File: config.mk
export PLATFORM = sky130hd
export DESIGN_NAME = json_string_unescape_utf8_flat
export DESIGN_NICKNAME = d
export VERILOG_FILES = /design/src/rtl/jsu_pkg.sv /design/src/rtl/jsu_stream_if.sv /design/src/rtl/jsu_decode.sv /design/src/rtl/jsu_burst.sv /design/src/rtl/json_string_unescape_utf8.sv /design/src/flat_wrapper.sv
export VERILOG_INCLUDE_DIRS = /design/src /design/src/rtl
export SDC_FILE = /design/constraint.sdc
export NUM_CORES = 1
export LEC_CHECK = 0
export ABC_CLOCK_PERIOD_IN_PS = 3000
export CAP_MARGIN = 5
export CORE_ASPECT_RATIO = 0.9
export CORE_MARGIN = 3
export CORE_UTILIZATION = 49
export DETAILED_ROUTE_END_ITERATION = 8
export DONT_BUFFER_PORTS = 1
export HOLD_SLACK_MARGIN = 0.08
export PLACE_DENSITY = 0.67
export SETUP_SLACK_MARGIN = 0.15
export SYNTH_ARGS = -nofsm -noshare
export SYNTH_HDL_FRONTEND = slang
export SYNTH_SLANG_ARGS = --single-unit
export TNS_END_PERCENT = 20
File: constraint.sdc
create_clock -name clk -period 3 [get_ports clk]
set_input_delay 0.6 -clock clk [delete_from_list [all_inputs] [get_ports clk]]
set_output_delay 0.6 -clock clk [all_outputs]
set_load 0.05 [all_outputs]
File: src/rtl/json_string_unescape_utf8_macros.svh
// Assertion macros used by the result register of the string unescaper RTL.
`ifndef JSON_STRING_UNESCAPE_UTF8_MACROS_SVH
`define JSON_STRING_UNESCAPE_UTF8_MACROS_SVH

// Same-cycle implication, sampled on clk, off while in reset.
`define JSU_ASSERT_NOW(label, ante, cons, msg) \
    label: assert property (@(posedge clk) disable iff (!rst_n) (ante) |-> (cons)) \
        else $error(msg);

// Next-cycle implication, sampled on clk, off while in reset.
`define JSU_ASSERT_NEXT(label, ante, cons, msg) \
    label: assert property (@(posedge clk) disable iff (!rst_n) (ante) |=> (cons)) \
        else $error(msg);

`endif

File: src/rtl/jsu_pkg.sv
// Types and constants of the JSON string unescaper.
package jsu_pkg;

    typedef enum logic [2:0] {
        MODE_IDLE    = 3'd0,
        MODE_STR     = 3'd1,
        MODE_ESC     = 3'd2,
        MODE_HEX1    = 3'd3,
        MODE_WANT_BS = 3'd4,
        MODE_WANT_U  = 3'd5,
        MODE_HEX2    = 3'd6
    } jsu_mode_t;

    typedef enum logic [3:0] {
        ERR_OK          = 4'd0,
        ERR_UNTERM_STR  = 4'd1,
        ERR_RAW_CTRL    = 4'd2,
        ERR_UNTERM_ESC  = 4'd3,
        ERR_BAD_ESC     = 4'd4,
        ERR_TRUNC_HEX   = 4'd5,
        ERR_BAD_HEX     = 4'd6,
        ERR_HIGH_NO_LOW = 4'd7,
        ERR_BAD_LOW     = 4'd8,
        ERR_LONE_LOW    = 4'd9
    } jsu_err_t;

    // ASCII characters that the scanner looks for or emits
    localparam logic [7:0] CH_QUOTE  = 8'h22;
    localparam logic [7:0] CH_BSLASH = 8'h5C;
    localparam logic [7:0] CH_SLASH  = 8'h2F;
    localparam logic [7:0] CH_LC_B   = 8'h62;
    localparam logic [7:0] CH_LC_F   = 8'h66;
    localparam logic [7:0] CH_LC_N   = 8'h6E;
    localparam logic [7:0] CH_LC_R   = 8'h72;
    localparam logic [7:0] CH_LC_T   = 8'h74;
    localparam logic [7:0] CH_LC_U   = 8'h75;
    localparam logic [7:0] CH_SPACE  = 8'h20;
    localparam logic [7:0] CH_BS     = 8'h08;
    localparam logic [7:0] CH_FF     = 8'h0C;
    localparam logic [7:0] CH_LF     = 8'h0A;
    localparam logic [7:0] CH_CR     = 8'h0D;
    localparam logic [7:0] CH_TAB    = 8'h09;

    localparam logic [15:0] SURR_HIGH_FIRST = 16'hD800;
    localparam logic [15:0] SURR_HIGH_LAST  = 16'hDBFF;
    localparam logic [15:0] SURR_LOW_FIRST  = 16'hDC00;
    localparam logic [15:0] SURR_LOW_LAST   = 16'hDFFF;
    localparam logic [10:0] SUPP_PLANE_HI   = 11'd64;  // 0x10000 >> 10

    localparam logic [20:0] UTF8_LIM1 = 21'h00080;
    localparam logic [20:0] UTF8_LIM2 = 21'h00800;
    localparam logic [20:0] UTF8_LIM3 = 21'h10000;
    localparam logic [7:0]  UTF8_LEAD2 = 8'hC0;
    localparam logic [7:0]  UTF8_LEAD3 = 8'hE0;
    localparam logic [7:0]  UTF8_LEAD4 = 8'hF0;
    localparam logic [7:0]  UTF8_CONT  = 8'h80;

    typedef struct packed {
        logic [7:0] in_byte;
        logic       start_string;
        logic       text_ended;
    } jsu_item_t;

    typedef struct packed {
        jsu_mode_t   mode;
        logic [15:0] hex_acc;
        logic [1:0]  hex_cnt;
        logic [9:0]  high_bits;
    } jsu_state_t;

    // Results of one item: up to four bytes, or a single end-of-string entry.
    typedef struct packed {
        logic [2:0]      count;
        logic            is_end;
        jsu_err_t        err;
        logic [3:0][7:0] bytes;
    } jsu_res_t;

endpackage

File: src/rtl/jsu_stream_if.sv
// Valid/ready channels for the input bytes and the decoded results.
interface jsu_in_if;
    logic       valid;
    logic       ready;
    logic [7:0] in_byte;
    logic       start_string;
    logic       text_ended;

    modport source (output valid, output in_byte, output start_string,
                    output text_ended, input ready);
    modport sink   (input valid, input in_byte, input start_string,
                    input text_ended, output ready);
endinterface

interface jsu_out_if;
    logic       valid;
    logic       ready;
    logic [7:0] out_byte;
    logic       byte_valid;
    logic       string_done;
    logic [3:0] error_code;
    logic       last_of_run;

    modport source (output valid, output out_byte, output byte_valid,
                    output string_done, output error_code, output last_of_run,
                    input ready);
    modport sink   (input valid, input out_byte, input byte_valid,
                    input string_done, input error_code, input last_of_run,
                    output ready);
endinterface

File: src/rtl/jsu_decode.sv
// Combinational step of the unescaper: state and one item in, next state and results out.
module jsu_decode (
    input  jsu_pkg::jsu_state_t state,
    input  jsu_pkg::jsu_item_t  item,
    output jsu_pkg::jsu_state_t state_next,
    output jsu_pkg::jsu_res_t   res
);

    function automatic logic [4:0] hex_digit(input logic [7:0] c);
        // bit 4 set: valid digit, bits 3:0 the value
        logic [4:0] r;
        r = 5'd0;
        if (c >= 8'h30 && c <= 8'h39)
            r = {1'b1, c[3:0]};
        else if ((c >= 8'h61 && c <= 8'h66) || (c >= 8'h41 && c <= 8'h46))
            r = {1'b1, c[3:0] + 4'd9};
        return r;
    endfunction

    function automatic jsu_pkg::jsu_res_t utf8(input logic [20:0] cp);
        jsu_pkg::jsu_res_t r;
        r = '0;
        r.err = jsu_pkg::ERR_OK;
        if (cp < jsu_pkg::UTF8_LIM1) begin
            r.count    = 3'd1;
            r.bytes[0] = cp[7:0];
        end
        else if (cp < jsu_pkg::UTF8_LIM2) begin
            r.count    = 3'd2;
            r.bytes[0] = jsu_pkg::UTF8_LEAD2 | {3'b000, cp[10:6]};
            r.bytes[1] = jsu_pkg::UTF8_CONT | {2'b00, cp[5:0]};
        end
        else if (cp < jsu_pkg::UTF8_LIM3) begin
            r.count    = 3'd3;
            r.bytes[0] = jsu_pkg::UTF8_LEAD3 | {4'b0000, cp[15:12]};
            r.bytes[1] = jsu_pkg::UTF8_CONT | {2'b00, cp[11:6]};
            r.bytes[2] = jsu_pkg::UTF8_CONT | {2'b00, cp[5:0]};
        end
        else begin
            r.count    = 3'd4;
            r.bytes[0] = jsu_pkg::UTF8_LEAD4 | {5'b00000, cp[20:18]};
            r.bytes[1] = jsu_pkg::UTF8_CONT | {2'b00, cp[17:12]};
            r.bytes[2] = jsu_pkg::UTF8_CONT | {2'b00, cp[11:6]};
            r.bytes[3] = jsu_pkg::UTF8_CONT | {2'b00, cp[5:0]};
        end
        return r;
    endfunction

    function automatic jsu_pkg::jsu_res_t end_res(input jsu_pkg::jsu_err_t e);
        jsu_pkg::jsu_res_t r;
        r        = '0;
        r.count  = 3'd1;
        r.is_end = 1'b1;
        r.err    = e;
        return r;
    endfunction

    function automatic jsu_pkg::jsu_res_t one_byte(input logic [7:0] b);
        jsu_pkg::jsu_res_t r;
        r          = '0;
        r.err      = jsu_pkg::ERR_OK;
        r.count    = 3'd1;
        r.bytes[0] = b;
        return r;
    endfunction

    logic [4:0]  hd;
    logic [15:0] acc_step;
    logic        is_high;
    logic        is_low;
    logic [20:0] pair_cp;

    assign hd       = hex_digit(item.in_byte);
    assign acc_step = {state.hex_acc[11:0], hd[3:0]};
    assign is_high  = acc_step >= jsu_pkg::SURR_HIGH_FIRST && acc_step <= jsu_pkg::SURR_HIGH_LAST;
    assign is_low   = acc_step >= jsu_pkg::SURR_LOW_FIRST && acc_step <= jsu_pkg::SURR_LOW_LAST;
    assign pair_cp  = {11'(state.high_bits) + jsu_pkg::SUPP_PLANE_HI, acc_step[9:0]};

    always_comb
    begin
        state_next = state;
        res        = '0;
        res.err    = jsu_pkg::ERR_OK;
        if (item.text_ended) begin
            state_next.mode = jsu_pkg::MODE_IDLE;
            unique case (state.mode)
                jsu_pkg::MODE_STR:     res = end_res(jsu_pkg::ERR_UNTERM_STR);
                jsu_pkg::MODE_ESC:     res = end_res(jsu_pkg::ERR_UNTERM_ESC);
                jsu_pkg::MODE_HEX1,
                jsu_pkg::MODE_HEX2:    res = end_res(jsu_pkg::ERR_TRUNC_HEX);
                jsu_pkg::MODE_WANT_BS,
                jsu_pkg::MODE_WANT_U:  res = end_res(jsu_pkg::ERR_HIGH_NO_LOW);
                default:               res = '0;
            endcase
        end
        else if (item.start_string) begin
            // drop any string in progress and open a new one
            state_next.mode      = jsu_pkg::MODE_STR;
            state_next.hex_acc   = '0;
            state_next.hex_cnt   = '0;
            state_next.high_bits = '0;
        end
        else begin
            unique case (state.mode)
                jsu_pkg::MODE_STR: begin
                    if (item.in_byte == jsu_pkg::CH_QUOTE) begin
                        state_next.mode = jsu_pkg::MODE_IDLE;
                        res = end_res(jsu_pkg::ERR_OK);
                    end
                    else if (item.in_byte == jsu_pkg::CH_BSLASH) begin
                        state_next.mode = jsu_pkg::MODE_ESC;
                    end
                    else if (item.in_byte < jsu_pkg::CH_SPACE) begin
                        state_next.mode = jsu_pkg::MODE_IDLE;
                        res = end_res(jsu_pkg::ERR_RAW_CTRL);
                    end
                    else begin
                        res = one_byte(item.in_byte);
                    end
                end
                jsu_pkg::MODE_ESC: begin
                    state_next.mode = jsu_pkg::MODE_STR;
                    unique case (item.in_byte)
                        jsu_pkg::CH_QUOTE:  res = one_byte(jsu_pkg::CH_QUOTE);
                        jsu_pkg::CH_BSLASH: res = one_byte(jsu_pkg::CH_BSLASH);
                        jsu_pkg::CH_SLASH:  res = one_byte(jsu_pkg::CH_SLASH);
                        jsu_pkg::CH_LC_B:   res = one_byte(jsu_pkg::CH_BS);
                        jsu_pkg::CH_LC_F:   res = one_byte(jsu_pkg::CH_FF);
                        jsu_pkg::CH_LC_N:   res = one_byte(jsu_pkg::CH_LF);
                        jsu_pkg::CH_LC_R:   res = one_byte(jsu_pkg::CH_CR);
                        jsu_pkg::CH_LC_T:   res = one_byte(jsu_pkg::CH_TAB);
                        jsu_pkg::CH_LC_U: begin
                            state_next.mode    = jsu_pkg::MODE_HEX1;
                            state_next.hex_acc = '0;
                            state_next.hex_cnt = '0;
                        end
                        default: begin
                            state_next.mode = jsu_pkg::MODE_IDLE;
                            res = end_res(jsu_pkg::ERR_BAD_ESC);
                        end
                    endcase
                end
                jsu_pkg::MODE_HEX1,
                jsu_pkg::MODE_HEX2: begin
                    if (!hd[4]) begin
                        state_next.mode = jsu_pkg::MODE_IDLE;
                        res = end_res(jsu_pkg::ERR_BAD_HEX);
                    end
                    else begin
                        state_next.hex_acc = acc_step;
                        if (state.hex_cnt != 2'd3) begin
                            state_next.hex_cnt = state.hex_cnt + 2'd1;
                        end
                        else begin
                            state_next.hex_cnt = '0;
                            if (state.mode == jsu_pkg::MODE_HEX1) begin
                                if (is_high) begin
                                    state_next.high_bits = acc_step[9:0];
                                    state_next.mode      = jsu_pkg::MODE_WANT_BS;
                                end
                                else if (is_low) begin
                                    state_next.mode = jsu_pkg::MODE_IDLE;
                                    res = end_res(jsu_pkg::ERR_LONE_LOW);
                                end
                                else begin
                                    state_next.mode = jsu_pkg::MODE_STR;
                                    res = utf8({5'd0, acc_step});
                                end
                            end
                            else if (!is_low) begin
                                state_next.mode = jsu_pkg::MODE_IDLE;
                                res = end_res(jsu_pkg::ERR_BAD_LOW);
                            end
                            else begin
                                state_next.mode = jsu_pkg::MODE_STR;
                                res = utf8(pair_cp);
                            end
                        end
                    end
                end
                jsu_pkg::MODE_WANT_BS: begin
                    if (item.in_byte != jsu_pkg::CH_BSLASH) begin
                        state_next.mode = jsu_pkg::MODE_IDLE;
                        res = end_res(jsu_pkg::ERR_HIGH_NO_LOW);
                    end
                    else begin
                        state_next.mode = jsu_pkg::MODE_WANT_U;
                    end
                end
                jsu_pkg::MODE_WANT_U: begin
                    if (item.in_byte != jsu_pkg::CH_LC_U) begin
                        state_next.mode = jsu_pkg::MODE_IDLE;
                        res = end_res(jsu_pkg::ERR_HIGH_NO_LOW);
                    end
                    else begin
                        state_next.mode    = jsu_pkg::MODE_HEX2;
                        state_next.hex_acc = '0;
                        state_next.hex_cnt = '0;
                    end
                end
                default: begin
                    // idle: ignore stray bytes
                    state_next = state;
                end
            endcase
        end
    end

endmodule

File: src/rtl/jsu_burst.sv
// Result register: holds the results of one item and hands them out one per request.
`include "json_string_unescape_utf8_macros.svh"

module jsu_burst (
    input  logic              clk,
    input  logic              rst_n,
    input  logic              load,
    input  jsu_pkg::jsu_res_t load_res,
    output logic              free,
    jsu_out_if.source         out_ch
);

    logic [3:0][7:0]  bytes_reg;
    logic [2:0]       rem_reg;
    logic [1:0]       idx_reg;
    logic             end_reg;
    jsu_pkg::jsu_err_t err_reg;
    logic             fire;

    assign fire = out_ch.valid && out_ch.ready;
    // empty next cycle: nothing held, or the last entry leaves now
    assign free = (rem_reg == 3'd0) || (rem_reg == 3'd1 && out_ch.ready);

    assign out_ch.valid       = rem_reg != 3'd0;
    assign out_ch.out_byte    = end_reg ? 8'd0 : bytes_reg[idx_reg];
    assign out_ch.byte_valid  = !end_reg;
    assign out_ch.string_done = end_reg;
    assign out_ch.error_code  = end_reg ? err_reg : jsu_pkg::ERR_OK;
    assign out_ch.last_of_run = rem_reg == 3'd1;

    always_ff @(posedge clk or negedge rst_n)
    begin
        if (!rst_n) begin
            rem_reg <= '0;
            idx_reg <= '0;
            end_reg <= 1'b0;
            err_reg <= jsu_pkg::ERR_OK;
        end
        else if (load) begin
            rem_reg <= load_res.count;
            idx_reg <= '0;
            end_reg <= load_res.is_end;
            err_reg <= load_res.err;
        end
        else if (fire) begin
            rem_reg <= rem_reg - 3'd1;
            idx_reg <= idx_reg + 2'd1;
        end
    end

    always_ff @(posedge clk)
    begin
        if (load)
            bytes_reg <= load_res.bytes;
    end

    `JSU_ASSERT_NOW(a_load_when_free, load, free, "result register overwritten while busy")
    `JSU_ASSERT_NOW(a_rem_range, 1'b1, rem_reg <= 3'd4, "more than four results held")
    `JSU_ASSERT_NOW(a_end_single, out_ch.valid && end_reg, rem_reg == 3'd1,
                    "end of string not a single result")
    `JSU_ASSERT_NEXT(a_drain_step, fire && !load && rem_reg > 3'd1,
                     rem_reg == $past(rem_reg) - 3'd1 && idx_reg == $past(idx_reg) + 2'd1,
                     "result register drained out of order")

endmodule

File: src/rtl/json_string_unescape_utf8.sv
// Top level of the JSON string unescaper with UTF-8 output.
// JSON string unescaper. Feed the text one byte per request on in_ch: the request
// with start_string set is the opening quote, a request with text_ended set marks
// the end of the text. Plain bytes pass through, the escapes \" \\ \/ \b \f \n \r \t
// and \uXXXX (with surrogate pairs) are decoded to UTF-8, and each string ends with
// one request on out_ch with string_done set and the error code (0 for a closing
// quote); a string dropped by a new start_string gives none. Rate: one input
// request per cycle unless a request with results waits on the result register.
// A request travels through an input register, one pass of decode logic and the
// result register. An escape that completes a code point yields up to four
// results, which the result register hands out one per cycle while out_ch is
// ready; while it drains, requests that give no result (escape and hex digits)
// keep flowing in, and a request with results waits only until the register's
// last entry leaves. Sustained throughput is one byte per cycle, set by out_ch.
module json_string_unescape_utf8 (
    input  logic     clk,
    input  logic     rst_n,
    jsu_in_if.sink   in_ch,
    jsu_out_if.source out_ch
);

    // input register
    logic                s1_valid_reg;
    jsu_pkg::jsu_item_t  s1_item_reg;

    // scanner state
    jsu_pkg::jsu_state_t state_reg;
    jsu_pkg::jsu_state_t state_next;

    jsu_pkg::jsu_res_t   dec_res;
    logic                burst_free;
    logic                s1_go;
    logic                in_fire;

    jsu_decode u_decode (
        .state      (state_reg),
        .item       (s1_item_reg),
        .state_next (state_next),
        .res        (dec_res)
    );

    // advance the held request when it gives no result or the result register
    // can take its results
    assign s1_go   = s1_valid_reg && (dec_res.count == 3'd0 || burst_free);
    assign in_fire = in_ch.valid && in_ch.ready;
    assign in_ch.ready = !s1_valid_reg || s1_go;

    jsu_burst u_burst (
        .clk      (clk),
        .rst_n    (rst_n),
        .load     (s1_go && dec_res.count != 3'd0),
        .load_res (dec_res),
        .free     (burst_free),
        .out_ch   (out_ch)
    );

    always_ff @(posedge clk or negedge rst_n)
    begin
        if (!rst_n) begin
            s1_valid_reg <= 1'b0;
            state_reg    <= '{mode: jsu_pkg::MODE_IDLE, hex_acc: '0, hex_cnt: '0,
                              high_bits: '0};
        end
        else begin
            if (in_fire)
                s1_valid_reg <= 1'b1;
            else if (s1_go)
                s1_valid_reg <= 1'b0;
            // commit the decode pass
            if (s1_go)
                state_reg <= state_next;
        end
    end

    always_ff @(posedge clk)
    begin
        if (in_fire) begin
            s1_item_reg.in_byte      <= in_ch.in_byte;
            s1_item_reg.start_string <= in_ch.start_string;
            s1_item_reg.text_ended   <= in_ch.text_ended;
        end
    end

endmodule

File: src/flat_wrapper.sv
// flat-port wrapper written by rule: the top's interface ports become plain ports
module json_string_unescape_utf8_flat 
  (clk, rst_n, in_ch_valid, in_ch_in_byte, in_ch_start_string, in_ch_text_ended, in_ch_ready, out_ch_valid, out_ch_out_byte, out_ch_byte_valid, out_ch_string_done, out_ch_error_code, out_ch_last_of_run, out_ch_ready);
  jsu_in_if in_ch_i ();
  jsu_out_if out_ch_i ();
  input  logic clk;
  input  logic rst_n;
  input wire logic [$bits(in_ch_i.valid)-1:0] in_ch_valid;
  input wire logic [$bits(in_ch_i.in_byte)-1:0] in_ch_in_byte;
  input wire logic [$bits(in_ch_i.start_string)-1:0] in_ch_start_string;
  input wire logic [$bits(in_ch_i.text_ended)-1:0] in_ch_text_ended;
  output wire logic [$bits(in_ch_i.ready)-1:0] in_ch_ready;
  output wire logic [$bits(out_ch_i.valid)-1:0] out_ch_valid;
  output wire logic [$bits(out_ch_i.out_byte)-1:0] out_ch_out_byte;
  output wire logic [$bits(out_ch_i.byte_valid)-1:0] out_ch_byte_valid;
  output wire logic [$bits(out_ch_i.string_done)-1:0] out_ch_string_done;
  output wire logic [$bits(out_ch_i.error_code)-1:0] out_ch_error_code;
  output wire logic [$bits(out_ch_i.last_of_run)-1:0] out_ch_last_of_run;
  input wire logic [$bits(out_ch_i.ready)-1:0] out_ch_ready;
  assign in_ch_i.valid = in_ch_valid;
  assign in_ch_i.in_byte = in_ch_in_byte;
  assign in_ch_i.start_string = in_ch_start_string;
  assign in_ch_i.text_ended = in_ch_text_ended;
  assign in_ch_ready = in_ch_i.ready;
  assign out_ch_valid = out_ch_i.valid;
  assign out_ch_out_byte = out_ch_i.out_byte;
  assign out_ch_byte_valid = out_ch_i.byte_valid;
  assign out_ch_string_done = out_ch_i.string_done;
  assign out_ch_error_code = out_ch_i.error_code;
  assign out_ch_last_of_run = out_ch_i.last_of_run;
  assign out_ch_i.ready = out_ch_ready;
  json_string_unescape_utf8 u_core (.clk(clk), .rst_n(rst_n), .in_ch(in_ch_i), .out_ch(out_ch_i));
endmodule
==> flow_summary_export.csv, run 1 <==
group,metric,value,unit
floorplan,ios,31,
global_routing,grt_pass1_vias,4601,
finish,drive_gt1_share,25.7,%
setup_path,path_class,"flop to output port",
timing,relSlewSlack,55.4,%
global_routing,track_usage,27.2,%
yosys,synthesis.instances,568,
finish,fin_nets,652,
route,vias_per_cell,6.59,
placed_design,dp_worst_setup_slack,46.6,ps
pwr,leakage,2.51,nW
placed_design,place_congestion,0.956,
yosys,yosys_most_used_dff,"edfxtp_1",
route,first_pass_iters,5,
global_routing,overflow,0,
route,drt_iter0_markers,563,
route,routedWlPerCell,21.5,µm
timing,worstMarginPinSlew,664,ps
run,maxCapViolCount,0,
route,ant_nets,0,
timing,finalCriticalPeriod,3160,ps
timing,maxSlewViolCount,0,
yosys,syn_area,5250,µm²
pwr,irDropWorstVdd,0.000465,V
setup_path,cp.required,2400,ps
floorplan,dieWidth,115,µm
cts,numClockSinks,77,
timing,setup_violations,1,
timing,hold_viol_final,0,
route,vias,5031,
setup_path,ff2ff_setup_slack,110,ps
cts,htreeDepth,3,
floorplan,start_util,50.8,%
cts,root_buffer,"clkbuf_16",
cts,cts_tree,"built",
yosys,synth_seq_cells,77,
yosys,synth_nets,591,
yosys,yosysUniqueCellTypes,83,
floorplan,rows,35,
finish,fillCellCount,871,
timing,finClkSkew,6.44,ps
setup_path,path_max_fanout,4,
finish,regArea,2120,µm²
floorplan,dieArea,12000,µm²
setup_path,cp-start-kind,"flop",
timing,fin_ws,-156,ps
outcome,status,"finished, violations left",
global_routing,grt_pass1_wl,25.3,mm
timing,fmax,0.317,GHz
cts,clk_path_buf_depth,2,
finish,layout.cells.most_common,"buf_4",
setup_path,critPathArrivalTime,2560,ps
pwr,powerDensity,530,nW/µm²
timing,finalCritPeriodShare,105,%
global_routing,antenna_found_initial,0,
yosys,ys_seq_area_share,40.4,%
placed_design,dp_hpwl,11.9,mm
global_routing,grt_max_degree,39,
floorplan,core,10300,µm²
cts,clk_latency,340,ps
placed_design,port_buffers,0,
outcome,violations,"negative setup slack",
yosys,avgSynthCellArea,9.25,µm²
pwr,total_power,0.00345,W
floorplan,die_h,104,µm
route,drc,0,
timing,grt_setup_unrepaired,"true",
finish,final_cell_mix,"buf_4, nor2_1, a21oi_1, nand2_1, edfxtp_1",
yosys,synth_warnings,0,
route,wl,16.4,mm
finish,multiInputGateArea,3030,µm²
finish,synthToLayoutAreaGrowth,24.1,%
finish,largest_reg_flops,29,
yosys,synthArstFlopShare,49.4,%
setup_path,rr_worst_depth,12,
cts,clk_pin_slew_worst_paths,60,ps
cts,cts_buffers,9,
finish,n_antenna_cell,0,
setup_path,endpoint_kind,"output port",
yosys,synth_edf_count,39,
hold_path,hp-class,"input port to async pin",
## layout make-up
type	instances	area share, %
multi-input cells	427	46.5
flip-flops and latches	77	32.6
repair buffers	82	11.1
clock buffers	12	4.28
well taps	129	2.48
inverters	32	1.92
clock inverters	4	1.17
## worst paths after layout
path                                                      to                      start
max in group asynchronous               u_core.state_reg[30]                      rst_n
worst max register to register  u_core.u_burst.bytes_reg[18]      u_core.s1_item_reg[2]
min in group clk                       u_core.s1_item_reg[8]           in_ch_in_byte[6]
worst max-delay path                             in_ch_ready      u_core.s1_item_reg[2]
worst min-delay path               u_core.u_burst.idx_reg[0]                      rst_n
worst min register to register     u_core.u_burst.err_reg[1]  u_core.u_burst.err_reg[1]
## layer usage
metal  global-route usage, %  up-vias  wire, µm
met5                       0        -         0
met4                    8.55        0       311
met3                    5.24       28      1370
met2                    38.5      246      7450
met1                    41.8     2460      7290
li1                        -     2297         -
## synthesized netlist by cell type (5+ instances only)
library cell   n  area share, %
a31oi_1       13            1.5
nor3b_1       11            1.6
edfxtp_1      39             22
o21ai_0       31            3.0
nand2_1       42            3.0
inv_1         31            2.2
nor4_1         6           0.71
mux4_2         7            3.0
a221o_1       10            1.9
o22ai_1       19            2.3
o211ai_1       5           0.71
and2_1        14            1.7
nor2_1        47            3.4
a22oi_1       10            1.4
buf_2         10           0.95
dfrtp_1       38             18
a21oi_1       40            3.8
nand2b_1       8           0.95
clkbuf_1      15            1.1
nand3_1       21            2.0
ha_1           9            2.1
nor2b_1        6           0.71
nand4_1        7           0.83
nor3_1        16            1.5
a21o_1         7            1.0
## cell families after synthesis
| logic type | after synthesis | share of synthesized area [%] |
|---|---|---|
| simple gates | 220 | 23.7 |
| fa+ha+maj | 9 | 2.14 |
| flops | 77 | 40.4 |
| mux | 13 | 4.26 |
| compound gates | 181 | 23.4 |
| xor+xnor | 4 | 0.667 |
| buf+inv | 64 | 5.38 |
## where the power goes
group          internal [W]  switching [W]  leakage, nW  total, W
registers           0.00117       0.000100        0.915   0.00127
logic              0.000316       0.000616         1.43  0.000932
clock network      0.000831       0.000425        0.169   0.00126
## worst max-delay path, cell delays in order (launching register included)
cell,delay [ps]
edfxtp_1,430
ha_2,220
buf_6,120
o21ba_4,200
o21a_4,210
or3_4,380
and4b_1,210
and4_4,190
nor2_4,120
nand2_4,130
## repair_timing
item                                   4_1_cts  5_1_grt
gates resized for setup                      8       37
setup endpoints to repair                   25       87
cloned                                       0        4
setup buffers                                6       18
endpoints found under the hold margin       38        0
pin swaps                                    2        9
hold buffers                                 1        0
## stage by stage
step	hold slack (ps)	cell area [µm²]	TNS, ps	utilization, %	cells
after floorplan	304	5270	-42.7	-	568
final	80.0	6520	-156	63.1	763
after detailed placement	305	5700	0	55.1	718
after global placement	305	5700	0	55.1	718
after global routing	96.5	6520	-232	63.1	763
after CTS	94.3	6140	-198	59.4	741
Power figures use the tool's default switching activity.
==> run 2: changes to the inputs <==
--- a/config.mk
+++ b/config.mk
@@ -6,7 +6,7 @@
 export SDC_FILE = /design/constraint.sdc
 export NUM_CORES = 1
 export LEC_CHECK = 0
-export ABC_CLOCK_PERIOD_IN_PS = 3000
+export ABC_CLOCK_PERIOD_IN_PS = 3600
 export CAP_MARGIN = 5
 export CORE_ASPECT_RATIO = 0.9
 export CORE_MARGIN = 3
@@ -14,7 +14,7 @@
 export DETAILED_ROUTE_END_ITERATION = 8
 export DONT_BUFFER_PORTS = 1
 export HOLD_SLACK_MARGIN = 0.08
-export PLACE_DENSITY = 0.67
+export PLACE_DENSITY = 0.65
 export SETUP_SLACK_MARGIN = 0.15
 export SYNTH_ARGS = -nofsm -noshare
 export SYNTH_HDL_FRONTEND = slang
==> constraint.sdc (replaced) <==
create_clock -name clk -period 3.6 [get_ports clk]
set_input_delay 0.72 -clock clk [delete_from_list [all_inputs] [get_ports clk]]
set_output_delay 0.72 -clock clk [all_outputs]
set_load 0.05 [all_outputs]
==> run 2 against run 1 <==
The flow now finishes without violations. Cell count shrank 5.8%. Core utilization is 5.8 points lower. Sequential cell count unchanged. Clock skew hardly changed. Largest cell class unchanged.
==> flow_summary_export.csv, run 2 (synthesis gave the netlist of run 1 again) <==
group,metric,value,unit
finish,n_antenna_cell,0,
pwr,seqPwrFrac,40.5,%
global_routing,grt_pass1_vias,4483,
global_routing,track_usage,26.6,%
timing,grt_setup_unrepaired,"true",
route,vias_per_cell,6.68,
placed_design,port_buffers,0,
cts,clk_latency,340,ps
pwr,total_power,0.00267,W
finish,fin_nets,608,
route,ant_nets,0,
placed_design,dp_hpwl,11.6,mm
timing,maxSlewViolCount,0,
setup_path,ff2ff_setup_slack,620,ps
timing,setup_violations,0,
timing,relSlewSlack,37.5,%
timing,finalCritPeriodShare,97.9,%
route,vias,4804,
floorplan,core,10300,µm²
floorplan,die_h,104,µm
setup_path,r2r-start,"u_core.s1_item_reg[9]",
route,drt_iter0_markers,595,
floorplan,dieArea,12000,µm²
cts,clk_pin_slew_worst_paths,60,ps
cts,htreeDepth,3,
setup_path,cp-startpoint,"u_core.s1_item_reg[2]",
hold_path,hp-class,"input port to async pin",
floorplan,dieWidth,115,µm
placed_design,place_congestion,0.967,
setup_path,crit_buf_inv,1,
pwr,powerDensity,452,nW/µm²
setup_path,worst_path_max_delay_cell,"edfxtp_1",
setup_path,cp.required,2880,ps
finish,fillCellCount,942,
placed_design,place_area,5470,µm²
pwr,switching_share,34.9,%
setup_path,path_cells,"ha_2 -> or3b_4 -> and3_4 -> or3_4 -> and4b_1 -> and4_1 -> nor2_2 -> nand2_1 -> buf_6",
route,routedWlPerCell,21.8,µm
cts,numClockSinks,77,
pwr,comb_power_share,25.5,%
route,drc,0,
timing,worstMarginPinSlew,935,ps
global_routing,grt_max_degree,39,
cts,clk_path_buf_depth,2,
cts,root_buffer,"clkbuf_16",
floorplan,start_util,50.8,%
cts,cts_tree,"built",
setup_path,critPathArrivalTime,2800,ps
setup_path,worst-path-stages,9,
finish,multiInputGateArea,2900,µm²
timing,tns,0,ps
finish,final_cell_mix,"nor2_1, nand2_1, a21oi_1, edfxtp_1, dfrtp_1",
timing,fmax,0.284,GHz
floorplan,ios,31,
finish,largest_reg_flops,29,
setup_path,path_max_fanout,6,
finish,final_area,5910,µm²
route,wl,15.7,mm
pwr,leakage,2.20,nW
setup_path,cp-start-kind,"flop",
global_routing,overflow,0,
setup_path,rr_worst_depth,8,
pwr,power.internal,0.00174,W
outcome,status,"finished clean",
global_routing,grt_pass1_wl,24.9,mm
setup_path,crit_family,"simple AND/OR/NAND/NOR gates",
finish,drive_gt1_share,16.8,%
pwr,irDropWorstVdd,0.000315,V
setup_path,path_class,"flop to output port",
floorplan,rows,35,
pwr,clkPwrFrac,33.9,%
setup_path,slowest_delay,430,ps
cts,cts_buffers,9,
finish,post-route-util,57.2,%
setup_path,cp-endpoint,"in_ch_ready",
route,first_pass_iters,5,
pwr,netSwitchingPower,0.000933,W
finish,regArea,2120,µm²
timing,holdWs,212,ps
finish,layout.cells.most_common,"nor2_1",
timing,finClkSkew,6.92,ps
setup_path,r2r_end,"u_core.state_reg[1]",
finish,synthToLayoutAreaGrowth,12.6,%
timing,hold_viol_final,0,
setup_path,endpoint_kind,"output port",
timing,finalCriticalPeriod,3520,ps
run,maxCapViolCount,0,
global_routing,antenna_found_initial,0,
## run 2: cell types whose count changed in the layout (fill, tap and decap cells not counted), moves of 2 or more
cell,before,now
a21oi_2,0,2
buf_4,71,35
buf_6,5,1
clkbuf_16,14,9
clkinv_4,2,0
clkinvlp_4,1,3
inv_6,0,2
nand2_1,40,42
nor3_1,11,16
nor3_2,6,0
nor4_1,4,6
## run 2: metal layers
layer,routed length [µm],part of all wire (%),track usage (%)
met1,6960,44,41.1
met2,6780,43,37.6
met3,1580,10,5.58
met4,366,2.3,7.12
met5,0,0,0
## run 2: power by group through the flow
stage,sequential (W),combinational (W),clock [W]
2_1_floorplan,0.00103,0.000619,0
3_3_place_gp,0.00110,0.000648,0
3_5_place_dp,0.00110,0.000652,0
4_1_cts,0.00108,0.000681,0.000932
5_1_grt,0.00110,0.000731,0.000960
6_report,0.00108,0.000683,0.000907
## run 2: worst min-delay path by stage
stage	cells past startpoint	to	slack [ps]
6_report	1	u_core.u_burst.rem_reg[0]	210
5_1_grt	1	u_core.u_burst.idx_reg[0]	220
4_1_cts	1	u_core.u_burst.idx_reg[0]	220
3_5_place_dp	0	u_core.u_burst.idx_reg[0]	430
3_3_place_gp	0	u_core.u_burst.idx_reg[0]	430
2_1_floorplan	0	u_core.s1_valid_reg	420
## run 2: through the flow
stage | worst slack, ps | std cells
after floorplan | 222 | 568
after global placement | 277 | 691
after detailed placement | 158 | 691
after CTS | 86.3 | 719
after global routing | -21.9 | 719
final | 77.0 | 719
## run 2: final cells by class
type	count	share of cell area (%)
Clock buffer	10	3.87
Tap cell	129	2.73
Timing Repair Buffer	38	5.31
Sequential cell	77	35.9
Multi-Input combinational cell	427	49.0
Clock inverter	6	1.19
Inverter	32	2.03
## run 2: worst reg2reg max path: cells and delay by family, from the launching register on
| kind | cells | cell delay (ps) |
|---|---|---|
| AO/OA/AOI/OAI | 3 | 700 |
| buffers and inverters | 1 | 200 |
| flip-flops | 1 | 560 |
| AND/OR/NAND/NOR | 4 | 1400 |
## run 2: what timing repair did
action	in CTS	in global routing
setup endpoints to repair	1	1
buffers inserted	11	0
pin swaps	2	0
endpoints found under the hold margin	38	0
hold buffers	1	0
resized for setup	8	4
